## src/ri2pc_div.sv

```systemverilog
// Pipelined restoring divider, one quotient bit per stage, several lanes sharing a tag.
module ri2pc_div #(
   parameter int NW    = 29,
   parameter int DW    = 13,
   parameter int TW    = 1,
   parameter int LANES = 2
) (
   input  logic                         clock,
   input  logic                         reset,
   input  logic                         en,
   input  logic                         in_vld,
   input  logic [LANES-1:0][NW-1:0]     in_num,
   input  logic [LANES-1:0][DW-1:0]     in_den,
   input  logic [TW-1:0]                in_tag,
   output logic                         out_vld,
   output logic [LANES-1:0][NW-1:0]     out_quo,
   output logic [TW-1:0]                out_tag
);

   logic [NW-1:0]                        vld_ff;
   logic [NW-1:0][TW-1:0]                tag_ff;
   logic [NW-1:0][LANES-1:0][DW-1:0]     rem_ff;
   logic [NW-1:0][LANES-1:0][NW-1:0]     nq_ff;
   logic [NW-1:0][LANES-1:0][DW-1:0]     den_ff;

   for (genvar s = 0; s < NW; s++) begin : g_stage
      logic                     vld_src;
      logic [TW-1:0]            tag_src;
      logic [LANES-1:0][DW-1:0] rem_src;
      logic [LANES-1:0][NW-1:0] nq_src;
      logic [LANES-1:0][DW-1:0] den_src;
      logic [LANES-1:0][DW-1:0] rem_in;
      logic [LANES-1:0][NW-1:0] nq_in;

      if (s == 0) begin : g_first
         assign vld_src = in_vld;
         assign tag_src = in_tag;
         assign rem_src = '0;
         assign nq_src  = in_num;
         assign den_src = in_den;
      end else begin : g_next
         assign vld_src = vld_ff[s-1];
         assign tag_src = tag_ff[s-1];
         assign rem_src = rem_ff[s-1];
         assign nq_src  = nq_ff[s-1];
         assign den_src = den_ff[s-1];
      end

      always_comb begin
         logic [DW:0] r2;
         logic        qbit;
         for (int l = 0; l < LANES; l++) begin
            r2 = {rem_src[l], nq_src[l][NW-1]};
            qbit = (r2 >= {1'b0, den_src[l]});
            if (qbit) begin
               rem_in[l] = DW'(r2 - {1'b0, den_src[l]});
            end else begin
               rem_in[l] = DW'(r2);
            end
            nq_in[l] = {nq_src[l][NW-2:0], qbit};
         end
      end

      always_ff @(posedge clock) begin
         if (reset) begin
            vld_ff[s] <= 1'b0;
         end else if (en) begin
            vld_ff[s] <= vld_src;
         end
      end

      always_ff @(posedge clock) begin
         if (en) begin
            tag_ff[s] <= tag_src;
            rem_ff[s] <= rem_in;
            nq_ff[s]  <= nq_in;
            den_ff[s] <= den_src;
         end
      end
   end

   assign out_vld = vld_ff[NW-1];
   assign out_quo = nq_ff[NW-1];
   assign out_tag = tag_ff[NW-1];

endmodule

```

## config.mk

```make
export PLATFORM = sky130hd
export DESIGN_NAME = ri2pc_div
export DESIGN_NICKNAME = d
export VERILOG_FILES = /design/src/ri2pc_div.sv
export SDC_FILE = /design/constraint.sdc
export NUM_CORES = 2
export LEC_CHECK = 0
export BUFFER_PORTS_ARGS = -buffer_cell sky130_fd_sc_hd__clkbuf_2
export CAP_MARGIN = 30
export CORE_UTILIZATION = 45
export DETAILED_ROUTE_END_ITERATION = 10
export PLACE_DENSITY_LB_ADDON = 0.1
export SYNTH_ARGS = -nofsm -noshare
export SYNTH_HDL_FRONTEND = slang
export SYNTH_SLANG_ARGS = --single-unit
```

## constraint.sdc

```tcl
create_clock -name clock -period 6.8 [get_ports clock]
set_clock_uncertainty 0.1 [all_clocks]
set_input_delay 0 -clock clock [delete_from_list [all_inputs] [get_ports clock]]
set_output_delay 0 -clock clock [all_outputs]
set_load 0.02 [all_outputs]
```

# Word level (Yosys, flattened, before mapping)
# Index checks and enable logic that the tools add are counted.
# totals
reg_bits,3196
output_inout_bits,60
# op_classes
n_mux,56
n_lt_le_gt_ge,58
add_sub_neg,56
# op_table
operator,count
$ge 14x13->1,56
$mux 13,54
$sub 13x13->13,54
$ge 1x13->1,2
$sub 1x13->13,2
$mux 1,2

# Longest topological paths before layout
# logic_depth
depth_word,2
depth_mapped,12
ltp_nobuf,10

# Worst setup path after synthesis
# Ideal clock, no wire load.
# synth_path
path_type,register to register
startpoint,reg den_ff[0] (netlist name)
endpoint,"reg rem_ff, in the netlist g_stage[2].rem_src[10] (data pin)"
arrival_time_ps,2674
stages_incl_launch_ff,11
synth_period_minus_slack_ps,3034
setup_ps,260
setup_slack_ps,3766
required_time_ps,6440
cell_sequence,edfxtp_1 ha_1 fa_1 nor2b_1 o31a_1 nor3_1 o21ai_0 a31oi_1 a21oi_1 buf_4 mux2_2
# synth_rtl
element,line_no,rtl
start: declaration,24,logic [NW-1:0][LANES-1:0][DW-1:0] den_ff;
start signal: indexed assignment,77,den_ff[s] <= den_src;
end signal: indexed assignment,75,rem_ff[s] <= rem_in;
end: declaration,22,logic [NW-1:0][LANES-1:0][DW-1:0] rem_ff;

==> results.py <==
metrics = {
    "outcome": {
        "outcome": "completed",
    },
    "sta": {
        "slew_viol_final": 0,
        "setup_tns_ns": 0,
        "fin_crit_sh_pct": 54.1,
        "min_period_ns": 3.68,
        "finalHoldWorstSlack_ns": 0.0905,
        "relSlewSlack_pct": 26.6,
        "max_slew.worst_pin.slew_ns": 1.10,
        "finalHoldViolCount": 0,
        "setup_violations": 0,
        "max_freq_mhz": 272,
        "rsz0062_at_grt": "no",
    },
    "setup_path": {
        "critPathLaunchType": "register",
        "critPathMaxStageDelay_ns": 0.67,
        "slowest_stage": "o21a_1",
        "cp_data_required_time_ns": 7.35,
        "cp_max_fo": 14,
        "cp.arrival_ns": 4.23,
        "path_cells": "inv_1 -> ha_1 -> fa_1 -> nor2b_1 -> o31a_1 -> o21ai_0 -> o211ai_1 -> a21oi_1 -> o21a_1 -> mux2_2",
        "crit_type": "register to register",
        "crit_start": "g_stage[19].nq_src[28]",
        "cp-end-kind": "register",
        "r2r-start": "g_stage[19].nq_src[28]",
    },
    "synthesis": {
        "syn-cell-area_um2": 140000,
        "postSynthCellCount": 9274,
        "postSynthAreaPerCell_um2": 15.1,
        "synth-main-ff-cell": "edfxtp_1",
        "synthArstFlopShare_pct": 0,
        "synth_edf_count": 3167,
        "yosys.cell_types.count": 85,
        "synth_nets": 10100,
        "synth_seq_cells": 3196,
        "ys_seq_area_share_pct": 68.1,
        "yosysTopAreaCell": "edfxtp_1",
        "ys_top_cells_by_area": "edfxtp_1 (68%), ha_1 (6.5%), mux2_2 (4.3%), inv_1 (2.5%), xnor2_1 (1.4%)",
        "ys_warn_count": 0,
        "synth_top_area_share_pct": 67.7,
    },
    "place": {
        "post-dp-hpwl_um": 166000,
        "io_buffers": 148,
        "gp_congestion": 0.859,
    },
    "finish": {
        "fillers": 25400,
        "drive_above_1_share_pct": 13.1,
        "finalNetCount": 10800,
        "multiInputGateArea_um2": 40700,
        "regArea_um2": 95700,
        "area_growth_pct": 13.8,
    },
    "global_routing": {
        "grt_pass1_wl_um": 396000,
        "overflow": 0,
        "antenna_found_initial": 9,
        "grt_pass1_vias": 76600,
        "grtUsageTotal_pct": 15.3,
        "grt_max_degree": 197,
    },
    "die": {
        "rows": 204,
        "die-height_um": 561,
        "core_area_um2": 310000,
        "start_util_pct": 45.4,
        "die_x_um": 561,
        "die-area_um2": 314000,
        "ios": 149,
    },
    "clock_tree": {
        "cts_root_buffer": "clkbuf_16",
        "path_clk_slew_ns": 0.06,
        "cts_max_level": 5,
        "ctsResizeCount": 0,
        "worstSkewPairLatency_ns": 0.93,
        "clkSinkCount": 3196,
        "clock_path_buffers": 4,
        "cts_buffers": 349,
        "cts_tree": "done",
    },
    "routing": {
        "num_vias": 73800,
        "routed_wirelength_um": 244000,
        "drtIter0Drc": 4840,
        "drc": 0,
        "dr.pass1.iters": 7,
        "routedWlPerCell_um": 17.0,
        "ant_nets": 0,
        "vias_per_cell": 5.15,
    },
    "worst_hold_path": {
        "hold_path.class": "primary input to register",
        "min_from": "reset",
    },
    "power": {
        "irDropWorstVdd_mv": 0.269,
        "power_density_nw_per_um2": 431,
        "leakagePower_nw": 60.7,
    },
    "run": {
        "maxCapViolCount": 0,
    },
}
[through the flow]
stage | area, um^2 | utilization (%) | instances | total power, mW | setup WS [ns]
after floorplan | 140000 | - | 9274 | 45.1 | 3.77
after global placement | 146000 | 47.3 | 13500 | 49.5 | 3.15
after detailed placement | 146000 | 47.3 | 13500 | 50.1 | 3.15
after CTS | 160000 | 51.6 | 14300 | 69.6 | 3.09
after global routing | 160000 | 51.6 | 14300 | 73.0 | 2.92
final | 160000 | 51.6 | 14300 | 68.8 | 3.12
[cell usage in the layout (no fill, tap or decap), types with 52 or more instances in the layout]
cell type and instances:
o211ai_1 74, clkinv_1 63, dlygate4sd3_1 176, ha_1 732, o31a_1 60, o31ai_1 52
a211oi_1 99, nand2_1 263, clkinv_2 54, and3_1 54, fa_1 54, mux2_2 532
inv_1 927, xnor2_1 232, a21boi_0 75, clkbuf_2 147, mux2i_1 170, clkbuf_1 76
o21ai_0 307, o21a_1 190, a21o_1 177, nand4_1 79, nor2_1 430, nor2b_1 140
nor3_1 134, clkbuf_16 353, xor2_1 186, nand2b_1 69, edfxtp_1 3167, a21oi_1 399
[layer usage]
layer | vias to the layer above | routed length (um) | share of wire (%) | track usage, %
met2 | 1134 | 119000 | 49 | 26.6
li1 | 36400 | - | - | -
met3 | 522 | 7800 | 3.2 | 1.97
met4 | 0 | 8310 | 3.4 | 5.67
met1 | 35700 | 108000 | 44 | 19.7
met5 | - | 0 | 0 | 0
[final timing paths]
path | cells after the start | end | slack, ns
max reg2reg | 10 | g_stage[20].rem_src[3] | 3.12
min reg2reg | 0 | g_stage[9].nq_in[37] | 0.29
min | 3 | g_stage[20].vld_src | 0.09
max | 10 | g_stage[20].rem_src[3] | 3.12
[report_power, final]
group          leakage [nW]  internal, mW  switching (mW)
Combinational          24.0          10.5            11.3
Clock                  5.60          11.2            7.72
Sequential             31.1          26.4            1.69
[sequential cells by signal (all words and copies together), names as in the netlist]
signal           count
out_tag              1
out_vld              1
g_stage.vld_src     28
g_stage.tag_src     28
out_quo             58
g_stage.rem_src    364
g_stage.nq_in     1568
den_ff             728
g_stage.$12.r2     392
g_stage.nq_src      28
[critical path, delay by kind of cell (launching register included)]
| kind | cells | cell delay, ns |
|---|---|---|
| AOI/OAI and AO/OA | 5 | 1.84 |
| adders and majority gates | 2 | 0.49 |
| muxes | 1 | 0.42 |
| DFF | 1 | 0.36 |
| buffers and inverters | 1 | 0.11 |
| and+or+nand+nor | 1 | 0.09 |
[area by class of cell]
cell class	count	share of cell area (%)
sequential	3196	59.8
multi-input combinational	5051	25.5
clock buffer	431	5.72
tap	4120	3.22
inverter	927	2.18
timing repair buffer	387	2.01
clock inverter	206	1.55
antenna	2	0.00313
[synth_stat cells, types with 60 or more instances]
master and count:
nand4_1 79, xor2_1 186, o21a_1 190, o211ai_1 74, mux2i_1 170, nor2b_1 140
a21boi_0 75, nand2b_1 69, a21oi_1 399, o21ai_0 307, a211oi_1 99, inv_1 927
xnor2_1 232, nor3_1 134, ha_1 732, nor2_1 430, edfxtp_1 3167, nand2_1 263
mux2_2 532, o31a_1 60, a21o_1 177
[repair_timing]
action | in CTS | in global routing
buffers inserted | 0 | 0
hold endpoints to repair | 602 | 0
hold buffers | 176 | 0
[kinds of logic after synthesis]
family	count (synthesis)	synth area share, %
and+or+nand+nor	1411	5.06
DFF	3196	68.1
adders and majority gates	786	7.29
buffers and inverters	1027	2.86
AOI/OAI and AO/OA	1728	8.51
muxes	708	5.53
xor gates and xnor gates	418	2.61
Note: power is estimated with default switching activity, not from simulation.
